===== src/rtl/aooc_pkg.sv =====
`default_nettype none

package aooc_pkg;

  // Configuration register indexes
  localparam logic [7:0] REG_DYN_LOAD   = 8'd0;
  localparam logic [7:0] REG_FRAME_SIZE = 8'd1;
  localparam logic [7:0] REG_SB_BIAS    = 8'd2;
  localparam logic [7:0] REG_DATA_BASE  = 8'd3;

  // Operand kinds
  localparam logic [3:0] KIND_CONST       = 4'd0;
  localparam logic [3:0] KIND_CONST_REG   = 4'd1;
  localparam logic [3:0] KIND_MEM_REG     = 4'd2;
  localparam logic [3:0] KIND_MEM_EXTERN  = 4'd3;
  localparam logic [3:0] KIND_MEM_LOCAL   = 4'd4;
  localparam logic [3:0] KIND_MEM_PARAM   = 4'd5;
  localparam logic [3:0] KIND_ADDR_EXTERN = 4'd6;
  localparam logic [3:0] KIND_ADDR_LOCAL  = 4'd7;
  localparam logic [3:0] KIND_ADDR_PARAM  = 4'd8;

  // Operand classes
  localparam logic [4:0] CLS_RCON   = 5'd0;
  localparam logic [4:0] CLS_NCON   = 5'd1;
  localparam logic [4:0] CLS_LCON   = 5'd2;
  localparam logic [4:0] CLS_RACON  = 5'd3;
  localparam logic [4:0] CLS_LACON  = 5'd4;
  localparam logic [4:0] CLS_HOREG  = 5'd5;
  localparam logic [4:0] CLS_ROREG  = 5'd9;
  localparam logic [4:0] CLS_SROREG = 5'd10;
  localparam logic [4:0] CLS_LOREG  = 5'd11;
  localparam logic [4:0] CLS_ADDR   = 5'd12;
  localparam logic [4:0] CLS_HEXT   = 5'd13;
  localparam logic [4:0] CLS_HAUTO  = 5'd18;
  localparam logic [4:0] CLS_RECON  = 5'd23;

  localparam logic [31:0] PARAM_SLOT_SKIP = 32'd4;

  // Stage 1: operand plus the two first-level sums
  typedef struct packed {
    logic [3:0]  kind;
    logic [31:0] off;
    logic        text;
    logic [31:0] sym_sum;    // symbol + offset
    logic [31:0] frame_sum;  // frame size + offset
  } s1_t;

  // Stage 2: all candidate effective offsets
  typedef struct packed {
    logic [3:0]  kind;
    logic [31:0] off;
    logic [31:0] sym_sum;
    logic [31:0] sb_rel;     // symbol + offset - bias
    logic [31:0] abs_all;    // symbol + offset + data base
    logic [31:0] abs_data;   // data base added only for data symbols
    logic [31:0] frame_sum;
    logic [31:0] param_sum;  // frame size + offset + slot skip
    logic        text;
  } s2_t;

  // Stage 3: chosen offset and the decisions class selection needs
  typedef struct packed {
    logic [3:0]  kind;
    logic [31:0] v;
    logic        dyn;
    logic        recon;
  } s3_t;

  // Rotated immediate encoding, zero when no even rotation fits in 8 bits
  function automatic logic [25:0] rot_imm(input logic [31:0] v);
    logic [63:0] dbl;
    logic [31:0] x;
    logic [25:0] res;
    res = '0;
    for (int r = 15; r >= 0; r--) begin
      dbl = {v, v} << (2 * r);
      x   = dbl[63:32];
      if (x[31:8] == 24'd0) begin
        res = {1'b1, 13'd0, 4'(r), x[7:0]};
      end
    end
    return res;
  endfunction

  function automatic logic half_ok(input logic [31:0] v);
    return (v <= 32'h0000_00ff) || (v >= 32'hffff_ff01);
  endfunction

  // Memory class; base picks the register, external or auto group
  function automatic logic [4:0] mem_class(input logic [31:0] v,
                                           input logic [4:0]  base,
                                           input logic        reg_form,
                                           input logic        rot_ok);
    logic        lo;
    logic        hi;
    logic [31:0] neg;
    logic [11:0] mag;
    logic [4:0]  cls;
    lo  = (v <= 32'h0000_0fff);
    hi  = (v >= 32'hffff_f001);
    neg = 32'd0 - v;
    mag = lo ? v[11:0] : neg[11:0];
    if (lo || hi) begin
      if ((mag & 12'hc03) == 12'd0) begin
        cls = half_ok(v) ? base + 5'd2 : base + 5'd1;
      end else if (half_ok(v)) begin
        cls = base;
      end else if (reg_form && rot_ok) begin
        cls = CLS_SROREG;
      end else begin
        cls = base + 5'd3;
      end
    end else if (reg_form) begin
      cls = rot_ok ? CLS_ROREG : CLS_LOREG;
    end else begin
      cls = base + 5'd4;
    end
    return cls;
  endfunction

endpackage

`default_nettype wire


===== src/rtl/aooc_addr.sv =====
`default_nettype none

module aooc_addr import aooc_pkg::*; (
  input  wire logic        clk_i,
  input  wire logic        rst_ni,
  input  wire logic        valid_i,
  input  wire logic [3:0]  kind_i,
  input  wire logic [31:0] offset_i,
  input  wire logic [31:0] symbol_value_i,
  input  wire logic        symbol_in_text_i,
  input  wire logic [30:0] frame_size_i,
  input  wire logic [31:0] sb_bias_i,
  input  wire logic [31:0] data_base_i,
  output logic             valid_o,
  output s2_t              s2_o
);

  logic v1_q;
  s1_t  s1_d, s1_q;
  s2_t  s2_d, s2_q;

  always_comb begin
    s1_d.kind      = kind_i;
    s1_d.off       = offset_i;
    s1_d.text      = symbol_in_text_i;
    s1_d.sym_sum   = symbol_value_i + offset_i;
    s1_d.frame_sum = {1'b0, frame_size_i} + offset_i;
  end

  always_comb begin
    s2_d.kind      = s1_q.kind;
    s2_d.off       = s1_q.off;
    s2_d.text      = s1_q.text;
    s2_d.sym_sum   = s1_q.sym_sum;
    s2_d.sb_rel    = s1_q.sym_sum - sb_bias_i;
    s2_d.abs_all   = s1_q.sym_sum + data_base_i;
    s2_d.abs_data  = s1_q.sym_sum + (s1_q.text ? 32'd0 : data_base_i);
    s2_d.frame_sum = s1_q.frame_sum;
    s2_d.param_sum = s1_q.frame_sum + PARAM_SLOT_SKIP;
  end

  always_ff @(posedge clk_i or negedge rst_ni) begin
    if (!rst_ni) begin
      v1_q    <= 1'b0;
      valid_o <= 1'b0;
    end else begin
      v1_q    <= valid_i;
      valid_o <= v1_q;
    end
  end

  always_ff @(posedge clk_i) begin
    s1_q <= s1_d;
    s2_q <= s2_d;
  end

  assign s2_o = s2_q;

endmodule

`default_nettype wire


===== src/rtl/aooc_sel.sv =====
`default_nettype none

module aooc_sel import aooc_pkg::*; (
  input  wire logic clk_i,
  input  wire logic rst_ni,
  input  wire logic valid_i,
  input  wire s2_t  s2_i,
  input  wire logic dyn_i,
  output logic      valid_o,
  output s3_t       s3_o
);

  s3_t  s3_d, s3_q;
  logic rel_ok;

  // static-base-relative form is only usable when nonzero and encodable
  assign rel_ok = (s2_i.sb_rel != 32'd0) && (rot_imm(s2_i.sb_rel) != 26'd0);

  always_comb begin
    s3_d.kind  = s2_i.kind;
    s3_d.dyn   = dyn_i;
    s3_d.recon = 1'b0;
    case (s2_i.kind)
      KIND_CONST, KIND_CONST_REG, KIND_MEM_REG: s3_d.v = s2_i.off;
      KIND_MEM_EXTERN: s3_d.v = dyn_i ? s2_i.abs_data : s2_i.sb_rel;
      KIND_MEM_LOCAL, KIND_ADDR_LOCAL: s3_d.v = s2_i.frame_sum;
      KIND_MEM_PARAM, KIND_ADDR_PARAM: s3_d.v = s2_i.param_sum;
      KIND_ADDR_EXTERN: begin
        if (s2_i.text) begin
          s3_d.v = s2_i.sym_sum;
        end else if (dyn_i) begin
          s3_d.v = s2_i.abs_all;
        end else if (rel_ok) begin
          s3_d.v     = s2_i.sb_rel;
          s3_d.recon = 1'b1;
        end else begin
          s3_d.v = s2_i.abs_all;
        end
      end
      default: s3_d.v = 32'd0;
    endcase
  end

  always_ff @(posedge clk_i or negedge rst_ni) begin
    if (!rst_ni) begin
      valid_o <= 1'b0;
    end else begin
      valid_o <= valid_i;
    end
  end

  always_ff @(posedge clk_i) begin
    s3_q <= s3_d;
  end

  assign s3_o = s3_q;

endmodule

`default_nettype wire


===== src/rtl/aooc_class.sv =====
`default_nettype none

module aooc_class import aooc_pkg::*; (
  input  wire logic   clk_i,
  input  wire logic   rst_ni,
  input  wire logic   valid_i,
  input  wire s3_t    s3_i,
  output logic        valid_o,
  output logic [4:0]  cls_o,
  output logic [31:0] v_o,
  output logic [25:0] rot_o
);

  logic [25:0] rot_v;
  logic        rot_ok;
  logic        rot_neg_ok;
  logic [4:0]  cls_d, cls_q;
  logic [31:0] v_q;
  logic [25:0] rot_q;

  assign rot_v      = rot_imm(s3_i.v);
  assign rot_ok     = (rot_v != 26'd0);
  assign rot_neg_ok = (rot_imm(~s3_i.v) != 26'd0);

  always_comb begin
    case (s3_i.kind)
      KIND_CONST: begin
        if (rot_ok) begin
          cls_d = CLS_RCON;
        end else if (rot_neg_ok) begin
          cls_d = CLS_NCON;
        end else begin
          cls_d = CLS_LCON;
        end
      end
      KIND_CONST_REG, KIND_ADDR_LOCAL, KIND_ADDR_PARAM:
        cls_d = rot_ok ? CLS_RACON : CLS_LACON;
      KIND_MEM_REG: cls_d = mem_class(s3_i.v, CLS_HOREG, 1'b1, rot_ok);
      KIND_MEM_EXTERN:
        cls_d = s3_i.dyn ? CLS_ADDR : mem_class(s3_i.v, CLS_HEXT, 1'b0, rot_ok);
      KIND_MEM_LOCAL, KIND_MEM_PARAM:
        cls_d = mem_class(s3_i.v, CLS_HAUTO, 1'b0, rot_ok);
      KIND_ADDR_EXTERN: cls_d = s3_i.recon ? CLS_RECON : CLS_LCON;
      default: cls_d = CLS_LCON;
    endcase
  end

  always_ff @(posedge clk_i or negedge rst_ni) begin
    if (!rst_ni) begin
      valid_o <= 1'b0;
    end else begin
      valid_o <= valid_i;
    end
  end

  always_ff @(posedge clk_i) begin
    cls_q <= cls_d;
    v_q   <= s3_i.v;
    rot_q <= rot_v;
  end

  assign cls_o = cls_q;
  assign v_o   = v_q;
  assign rot_o = rot_q;

endmodule

`default_nettype wire


===== src/rtl/arm_operand_offset_classifier_top.sv =====
`default_nettype none

// ARM operand offset classifier. Pulse start with an operand descriptor and,
// after the register stages below, done_o is high for one cycle with the operand
// class, the 32-bit wrapped effective offset and its rotated-immediate
// encoding. The block takes a new transaction every cycle (busy is always
// low); each transaction passes through four register stages: two adder levels, offset
// selection, then the rotation and range checks with the output register.
// Results cannot be held off: the receiver must take done_o as it comes.
// Configuration registers are always ready; the user must see that they are
// written only while no transaction is in flight; the block does not enforce it.
module arm_operand_offset_classifier_top import aooc_pkg::*; (
  input  wire logic               clk_i,
  input  wire logic               rst_ni,
  input  wire logic               start,
  output logic                    busy,
  input  wire logic [3:0]         kind_i,
  input  wire logic signed [31:0] offset_i,
  input  wire logic [31:0]        symbol_value_i,
  input  wire logic               symbol_in_text_i,
  output logic                    done_o,
  output logic [4:0]              opnd_cls_o,
  output logic signed [31:0]      resolved_offset_o,
  output logic [25:0]             rotated_immediate_o,
  input  wire logic               cfg_valid_i,
  output logic                    cfg_ready_o,
  input  wire logic [7:0]         cfg_index_i,
  input  wire logic [31:0]        cfg_data_i
);

  logic        dyn_q;
  logic [30:0] frame_q;
  logic [31:0] bias_q;
  logic [31:0] dbase_q;
  logic        accept;
  logic        v2;
  logic        v3;
  s2_t         s2;
  s3_t         s3;
  logic [31:0] v_out;

  assign busy        = 1'b0;
  assign cfg_ready_o = 1'b1;
  assign accept      = start && !busy;

  always_ff @(posedge clk_i or negedge rst_ni) begin
    if (!rst_ni) begin
      dyn_q   <= 1'b0;
      frame_q <= '0;
      bias_q  <= '0;
      dbase_q <= '0;
    end else if (cfg_valid_i && cfg_ready_o) begin
      case (cfg_index_i)
        REG_DYN_LOAD:   dyn_q   <= cfg_data_i[0];
        REG_FRAME_SIZE: frame_q <= cfg_data_i[30:0];
        REG_SB_BIAS:    bias_q  <= cfg_data_i;
        REG_DATA_BASE:  dbase_q <= cfg_data_i;
        default: ;
      endcase
    end
  end

  aooc_addr u_addr (
    .clk_i            (clk_i),
    .rst_ni           (rst_ni),
    .valid_i          (accept),
    .kind_i           (kind_i),
    .offset_i         (offset_i),
    .symbol_value_i   (symbol_value_i),
    .symbol_in_text_i (symbol_in_text_i),
    .frame_size_i     (frame_q),
    .sb_bias_i        (bias_q),
    .data_base_i      (dbase_q),
    .valid_o          (v2),
    .s2_o             (s2)
  );

  aooc_sel u_sel (
    .clk_i   (clk_i),
    .rst_ni  (rst_ni),
    .valid_i (v2),
    .s2_i    (s2),
    .dyn_i   (dyn_q),
    .valid_o (v3),
    .s3_o    (s3)
  );

  aooc_class u_class (
    .clk_i   (clk_i),
    .rst_ni  (rst_ni),
    .valid_i (v3),
    .s3_i    (s3),
    .valid_o (done_o),
    .cls_o   (opnd_cls_o),
    .v_o     (v_out),
    .rot_o   (rotated_immediate_o)
  );

  assign resolved_offset_o = v_out;

  // one result per accepted transaction
  assert property (@(posedge clk_i) disable iff (!rst_ni)
    ($past(rst_ni, 1) && $past(rst_ni, 2) && $past(rst_ni, 3) && $past(rst_ni, 4))
      |-> (done_o == $past(accept, 4)))
    else $error("done_o does not match accepted transaction");

  // base-relative form is chosen only for a nonzero encodable offset
  assert property (@(posedge clk_i) disable iff (!rst_ni)
    (done_o && opnd_cls_o == CLS_RECON)
      |-> (resolved_offset_o != 32'sd0 && rotated_immediate_o != 26'd0))
    else $error("RECON class with unencodable offset");

  // rotated-constant classes must carry an encoding
  assert property (@(posedge clk_i) disable iff (!rst_ni)
    (done_o && (opnd_cls_o == CLS_RCON || opnd_cls_o == CLS_RACON))
      |-> (rotated_immediate_o != 26'd0))
    else $error("rotated constant class without encoding");

endmodule

`default_nettype wire


===== config.mk =====
export PLATFORM = sky130hd
export DESIGN_NAME = arm_operand_offset_classifier_top
export DESIGN_NICKNAME = d
export VERILOG_FILES = /design/src/rtl/aooc_pkg.sv /design/src/rtl/aooc_addr.sv /design/src/rtl/aooc_sel.sv /design/src/rtl/aooc_class.sv /design/src/rtl/arm_operand_offset_classifier_top.sv
export SDC_FILE = /design/constraint.sdc
export NUM_CORES = 1
export LEC_CHECK = 0
export CAP_MARGIN = 25
export CORE_ASPECT_RATIO = 0.5
export CORE_MARGIN = 5
export CORE_UTILIZATION = 64
export CTS_CLUSTER_DIAMETER = 100
export DETAILED_ROUTE_END_ITERATION = 7
export DONT_BUFFER_PORTS = 1
export GPL_ROUTABILITY_DRIVEN = 0
export GPL_TIMING_DRIVEN = 1
export PLACE_DENSITY = 0.78
export SLEW_MARGIN = 20
export SYNTH_ARGS = -nofsm -noshare
export SYNTH_HDL_FRONTEND = slang
export SYNTH_SLANG_ARGS = --single-unit

===== constraint.sdc =====
create_clock -name clk_i -period 3.9 [get_ports clk_i]
set_clock_uncertainty 0.15 [all_clocks]
set_input_delay 0 -clock clk_i [delete_from_list [all_inputs] [get_ports clk_i]]
set_output_delay 0 -clock clk_i [all_outputs]
set_load 0.05 [all_outputs]

==> flow_summary_export.csv, run 1 <==
group,metric,value,unit
setup_path,cp_slowest_cell,"dlygate4sd3_1",
timing,tightestPinTransition,1.00,ns
detailed_routing,drtPass1Iterations,7,
detailed_routing,drc,0,
worst_hold_path,min_to,"u_addr.s1_q[69]$_DFF_P_",
floorplan,core_area,37600,um^2
clock_network,clockBufferDepth,3,
power,p_leak,12.5,nW
yosys,ys_ff_latch,516,
detailed_routing,wl,75300,um
yosys,ys_seq_area_share,44.2,%
final_layout,area.growth.synth_to_final,16.5,%
yosys,synth_top_area_share,34.0,%
worst_hold_path,hold_path.class,"input pin to register",
job,drv_cap,0,
outcome,status,"finished, violations left",
placed_design,dp_hpwl,51600,um
yosys,synth_edf_count,0,
setup_path,rr_endpoint,"u_addr.s2_o[93]$_DFF_P_",
power,ir_drop,0.342,mV
yosys,ys_types,89,
setup_path,path_buf_inv,6,
grt,grt_max_degree,101,
placed_design,pre_cts_slack,0.244,ns
setup_path,critPathMaxStageDelay,0.64,ns
detailed_routing,via_per_inst,6.42,
yosys,synth.avg_cell_area,9.95,um^2
timing,setup_ws,0.0982,ns
placed_design,place_inst,2965,
timing,fin_hold_ws,-0.0405,ns
setup_path,path_cells,"dlygate4sd3_1 > dlygate4sd3_1 > ha_1 > nor3_1 > o21ai_1 > o21ai_0 > buf_4 > a21oi_1 > buf_4 > o21ai_4 > a31oi_1 > nor2_1 > dlygate4sd3_1 > nor2_1 > dlygate4sd3_1",
detailed_routing,first_iter_violations,2233,
floorplan,start_util,65.2,%
clock_network,clk_pin_slew,0.07,ns
yosys,ys_warn_count,0,
setup_path,r2r_slack,0.16,ns
final_layout,n_fill_cell,2478,
clock_network,cts_sinks,516,
floorplan,dieArea,42500,um^2
floorplan,ios,179,
yosys,synthCells,2462,
timing,max_slew_margin,33.2,%
yosys,yosysMostFrequentCell,"dfxtp_1",
final_layout,nets,2933,
yosys,syn_area,24500,um^2
worst_hold_path,hold_depth,1,
grt,grt_use_met1,45.9,%
setup_path,r2r_cells,15,
timing,rsz0062_at_grt,"true",
grt,grt_usage,34.1,%
yosys,yosysTopAreaCell,"dfxtp_1",
setup_path,cp_common_cell,"dlygate4sd3_1",
timing,hold_violations,2,
setup_path,worstPathArrival,4.10,ns
yosys,synthTopCellsByCount,"416 x dfxtp_1, 200 x nor2_1, 158 x ha_1, 143 x a21oi_1, 120 x xnor2_1",
timing,setup_tns,0,ns
grt,antenna_found_initial,5,
floorplan,chipWidth,287,um
grt,met2_usage,52.9,%
floorplan,dieHeight,148,um
timing,min_period,3.80,ns
timing,period_share,97.5,%
setup_path,worstPathMaxFanout,4,
final_layout,stdcell_count,3218,
floorplan,fp-row-count,50,
grt,grt_pass1_vias,20200,
grt,overflow,0,
setup_path,critPathLaunchType,"input pin",
grt,grt_busiest_layer,"met2",
detailed_routing,num_vias,20700,
setup_path,criticalPathCategory,"input pin to register",
detailed_routing,ant_nets,0,
yosys,async_reset_ff_share,19.4,%
outcome,failed_checks,"negative hold slack",
yosys,synth.area.top_cells,"dfxtp_1 34%, dfrtp_1 10%, ha_1 8.1%, mux2_2 4.4%, xnor2_1 4.3%",
timing,setup-violations-final,0,
clock_network,htree_levels,2,
worst_hold_path,hp-start,"offset_i[4]",
power,powerDensity,515,nW/um^2
clock_network,cts_tree,"done",
setup_path,required,4.20,ns
power,total_power,14.7,mW
grt,grt_use_met3,10.0,%
clock_network,post_cts_buffers,0,
yosys,synth-main-ff-cell,"dfxtp_1",
placed_design,io_buffer_count,0,
clock_network,root_buffer,"clkbuf_16",
setup_path,r2r-start,"dbase_q[0]$_DFFE_PN0P_",
detailed_routing,wl_per_cell,23.4,um
clock_network,cts-buffers-inserted,44,
grt,grt_pass1_wl,114000,um
setup_path,cp-end-kind,"register",
timing,slew_viol_final,0,
timing,max_freq,263,MHz
clock_network,worstSkewPairLatency,0.57,ns
setup_path,cp_top_family,"buffers and inverters",
final_layout,layout-drive-gt1-share,11.1,%
## worst register-to-register path: cells and delay by family (launching register included)
family                     cells  cell delay, ns
adders and majority gates      2            0.60
buffers and inverters          1            0.07
AOI/OAI and AO/OA              8            1.74
xor gates and xnor gates       1            0.13
DFF                            1            0.39
and+or+nand+nor                3            0.56
## placed cells by master (no fill, tap or decap), types with 32 or more instances in the layout
master,count
buf_4,67
dlygate4sd3_1,164
a21o_1,66
o21ai_0,93
nor2b_1,61
nor2_1,199
clkbuf_16,45
inv_1,88
xnor2_1,120
o21a_1,32
a21oi_1,142
mux2_2,96
a221oi_1,42
xor2_1,45
ha_1,154
dfxtp_1,416
a221o_1,34
nand3_1,60
dfrtp_1,99
mux2i_1,66
nor3_1,52
nand2_1,112
## per-stage QoR
stage / util (%) / area (um^2)
after CTS: 75.7 / 28500
after floorplan: - / 24500
final: 75.9 / 28500
after global placement: 67.2 / 25300
after global routing: 75.9 / 28500
after detailed placement: 67.2 / 25300
## layer usage
metal,vias up,share of wire [%]
met1,9919,41
met5,-,0.021
met3,222,12
met4,2,3.6
met2,1166,44
li1,9355,-
## worst max-delay path by stage
| stage | from | end | slack, ns | cells after the start |
|---|---|---|---|---|
| 5_1_grt | offset_i[6] | u_addr.s1_q[59]$_DFF_P_ | -0.08 | 15 |
| 4_1_cts | offset_i[10] | u_addr.s1_q[60]$_DFF_P_ | 0.02 | 14 |
| 3_3_place_gp | frame_q[0]$_DFFE_PN0P_ | u_addr.s1_q[30]$_DFF_P_ | 0.29 | 15 |
| 3_5_place_dp | frame_q[1]$_DFFE_PN0P_ | u_addr.s1_q[29]$_DFF_P_ | 0.24 | 12 |
| 6_report | offset_i[6] | u_addr.s1_q[59]$_DFF_P_ | 0.1 | 15 |
| 2_1_floorplan | u_addr.s1_q[64]$_DFF_P_ | u_addr.s2_o[93]$_DFF_P_ | 0.44 | 16 |
## report_power, final
group,total [mW],switching (mW),leakage [nW],internal (mW)
Clock,4.55,2.03,0.721,2.52
Sequential,6.99,0.923,4.87,6.07
Combinational,3.14,1.78,6.94,1.36
Total,14.7,4.73,12.5,9.96
## cells by family after synthesis
logic type / synth area share [%]
adders and majority gates: 8.48
xor gates and xnor gates: 5.90
other: 0.0307
buffers and inverters: 3.21
DFF: 44.2
muxes: 7.11
AOI/OAI and AO/OA: 17.3
and+or+nand+nor: 13.8
## flip-flops by register name, indices dropped and copies added (netlist names)
name	count
u_sel.s3_o	38
u_class.v_o	32
frame_q	31
u_addr.s2_o	227
dyn_q	1
u_addr.v1_q	1
u_class.cls_o	5
u_sel.valid_o	1
u_addr.s1_q	101
u_addr.valid_o	1
dbase_q	32
u_class.rot_o	13
u_class.valid_o	1
bias_q	32
## layout make-up
cell class	instances	area, um^2	share of cell area (%)
multi-input combinational	1774	13000	45.7
sequential	516	10800	38.0
timing repair buffer	233	2200	7.71
clock buffer	63	1250	4.39
tap	520	651	2.28
inverter	88	330	1.16
clock inverter	19	215	0.754
antenna	5	12.5	0.0438
## timing repair
action                     4_1_cts  5_1_grt
resized for setup                0       26
hold buffers                   168        0
hold endpoints to repair       298        0
setup endpoints to repair        0       19
No activity file was read; power rests on OpenSTA's default activity.
==> run 2, diff against run 1 <==
--- a/config.mk
+++ b/config.mk
@@ -15,6 +15,7 @@
 export GPL_ROUTABILITY_DRIVEN = 0
 export GPL_TIMING_DRIVEN = 1
 export PLACE_DENSITY = 0.78
+export REMOVE_ABC_BUFFERS = 1
 export SLEW_MARGIN = 20
 export SYNTH_ARGS = -nofsm -noshare
 export SYNTH_HDL_FRONTEND = slang
==> run 2 against run 1 <==
  * The run now ends clean
  * Maximum frequency fell by 0.17%
  * Sequential share of layout area fell by 0.22 points
  * Setup slack got worse by 0.0066 ns
  * Register-to-register slack barely moved
  * Cell area rose by 0.58%
  * Critical path depth fell by 2
  * Largest cell class unchanged
  * Largest power group unchanged
==> flow_summary_export.csv, run 2 (synthesized netlist as in run 1, its figures left out) <==
group,metric,value,unit
outcome,status,"finished, final reports clean",
power,p_leak,12.6,nW
final_layout,stdcell_count,3218,
setup_path,worstPathArrival,4.16,ns
floorplan,fp-row-count,50,
final_layout,diodes,0,
detailed_routing,num_vias,20800,
setup_path,criticalPathCategory,"input pin to register",
worst_hold_path,hold_path.class,"input pin to register",
floorplan,dieArea,42500,um^2
timing,setup_tns,0,ns
clock_network,clockBufferDepth,3,
floorplan,core_area,37600,um^2
detailed_routing,first_iter_violations,2370,
detailed_routing,wl_per_cell,23.4,um
timing,period_share,97.7,%
detailed_routing,ant_nets,0,
final_layout,layout-drive-gt1-share,10.8,%
grt,overflow,0,
grt,grt_pass1_wl,116000,um
setup_path,r2r-start,"frame_q[1]$_DFFE_PN0P_",
timing,tightestPinTransition,0.929,ns
grt,antenna_found_initial,3,
clock_network,htree_levels,2,
timing,max_slew_margin,38.0,%
worst_hold_path,min_to,"bias_q[5]$_DFFE_PN0P_",
floorplan,ios,179,
setup_path,critPathMaxStageDelay,0.60,ns
grt,grt_usage,34.4,%
final_layout,largest_reg_flops,227,
detailed_routing,wl,75300,um
power,powerDensity,520,nW/um^2
setup_path,cp_slowest_cell,"dlygate4sd3_1",
setup_path,required,4.25,ns
final_layout,layout_common_cells,"416 x dfxtp_1, 198 x nor2_1, 176 x dlygate4sd3_1, 158 x ha_1, 141 x a21oi_1",
clock_network,cts_tree,"done",
final_layout,layout_commonest_cell,"dfxtp_1",
clock_network,cts_sinks,516,
power,total_power,14.9,mW
timing,min_period,3.81,ns
setup_path,rr_endpoint,"u_addr.s1_q[31]$_DFF_P_",
floorplan,dieHeight,148,um
placed_design,place_inst,2960,
floorplan,chipWidth,287,um
power,ir_drop,0.296,mV
clock_network,root_buffer,"clkbuf_16",
final_layout,fin_util,76.4,%
final_layout,area.growth.synth_to_final,17.2,%
floorplan,start_util,65.2,%
placed_design,dp_hpwl,51400,um
timing,max_freq,263,MHz
grt,grt_max_degree,97,
setup_path,r2r_slack,0.16,ns
worst_hold_path,hp-start,"cfg_data_i[5]",
setup_path,critPathLaunchType,"input pin",
placed_design,io_buffer_count,0,
detailed_routing,drtPass1Iterations,6,
setup_path,r2r_cells,13,
job,drv_cap,0,
clock_network,worstSkewPairLatency,0.57,ns
final_layout,nets,2940,
detailed_routing,drc,0,
timing,slew_viol_final,0,
setup_path,cp-end-kind,"register",
setup_path,path_cells,"dlygate4sd3_1 > dlygate4sd3_1 > ha_1 > a2111o_1 > nor4_1 > buf_4 > o211ai_1 > a31oi_2 > o21ai_2 > a21o_1 > a21oi_1 > xnor2_1 > dlygate4sd3_1",
grt,grt_pass1_vias,20200,
detailed_routing,via_per_inst,6.48,
clock_network,clk_pin_slew,0.07,ns
timing,rsz0062_at_grt,"false",
timing,hold_violations,0,
worst_hold_path,hold_depth,2,
setup_path,cp_common_cell,"dlygate4sd3_1",
timing,setup-violations-final,0,
clock_network,cts-buffers-inserted,43,
setup_path,worstPathMaxFanout,7,
[run 2: cell types whose count changed in the layout (fill, tap and decap cells not counted), moves of 3 or more]
cell,previous run,this run
dlygate4sd3_1,164,176
clkbuf_1,12,6
buf_4,67,62
diode_2,5,0
bufinv_16,4,8
ha_1,154,158
ha_2,3,0
[run 2: power by group]
group          total (mW)  switching (mW)  internal, mW
Combinational        3.07            1.73          1.34
Sequential           7.01           0.949          6.07
Clock                4.85            2.06          2.79
[run 2: how the worst max path moves through the flow]
stage / from / endpoint / cells past startpoint
6_report: offset_i[11] / u_addr.s1_q[58]$_DFF_P_ / 13
5_1_grt: frame_q[0]$_DFFE_PN0P_ / u_addr.s1_q[24]$_DFF_P_ / 16
4_1_cts: frame_q[1]$_DFFE_PN0P_ / u_addr.s1_q[31]$_DFF_P_ / 13
3_5_place_dp: frame_q[0]$_DFFE_PN0P_ / u_addr.s1_q[30]$_DFF_P_ / 16
3_3_place_gp: frame_q[0]$_DFFE_PN0P_ / u_addr.s1_q[30]$_DFF_P_ / 16
2_1_floorplan: u_addr.s1_q[64]$_DFF_P_ / u_addr.s2_o[93]$_DFF_P_ / 15
[run 2: metrics by stage]
stage / hold WS [ns] / worst slack (ns) / instance area, um^2
finish: 0.0540 / 0.0916 / 28700
global route: 0.0510 / 0.00173 / 28700
CTS: 0.0351 / 0.00719 / 28600
detailed placement: -0.439 / 0.0946 / 25300
global placement: -0.439 / 0.163 / 25300
floorplan: -0.446 / 0.337 / 24100
[run 2: layout make-up]
cell class,count,area (um^2)
Clock inverter,21,328
Tap cell,520,651
Clock buffer,58,1240
Multi-Input combinational cell,1774,13000
Inverter,88,330
Fill cell,2436,8890
Timing Repair Buffer,241,2300
Sequential cell,516,10800
[run 2: per-layer routing]
layer,wire [um],vias up,track usage (%)
met3,9340,213,8.67
met1,31500,9970,49.0
met5,11,-,0
li1,-,9368,-
met4,2260,2,9.73
met2,32200,1291,52.3
[run 2: worst max-delay path: cells and delay by family]
family,cells,cell delay (ns)
buf+inv,4,1.93
compound gates,6,1.49
fa+ha+maj,1,0.30
simple gates,1,0.26
xor+xnor,1,0.17
[run 2: timing repair]
| action | 4_1_cts | 5_1_grt |
|---|---|---|
| gates resized for setup | 0 | 18 |
| endpoints found under the setup margin | 0 | 19 |
| hold buffers | 178 | 0 |
| buffers inserted | 0 | 1 |
| hold endpoints to repair | 298 | 0 |
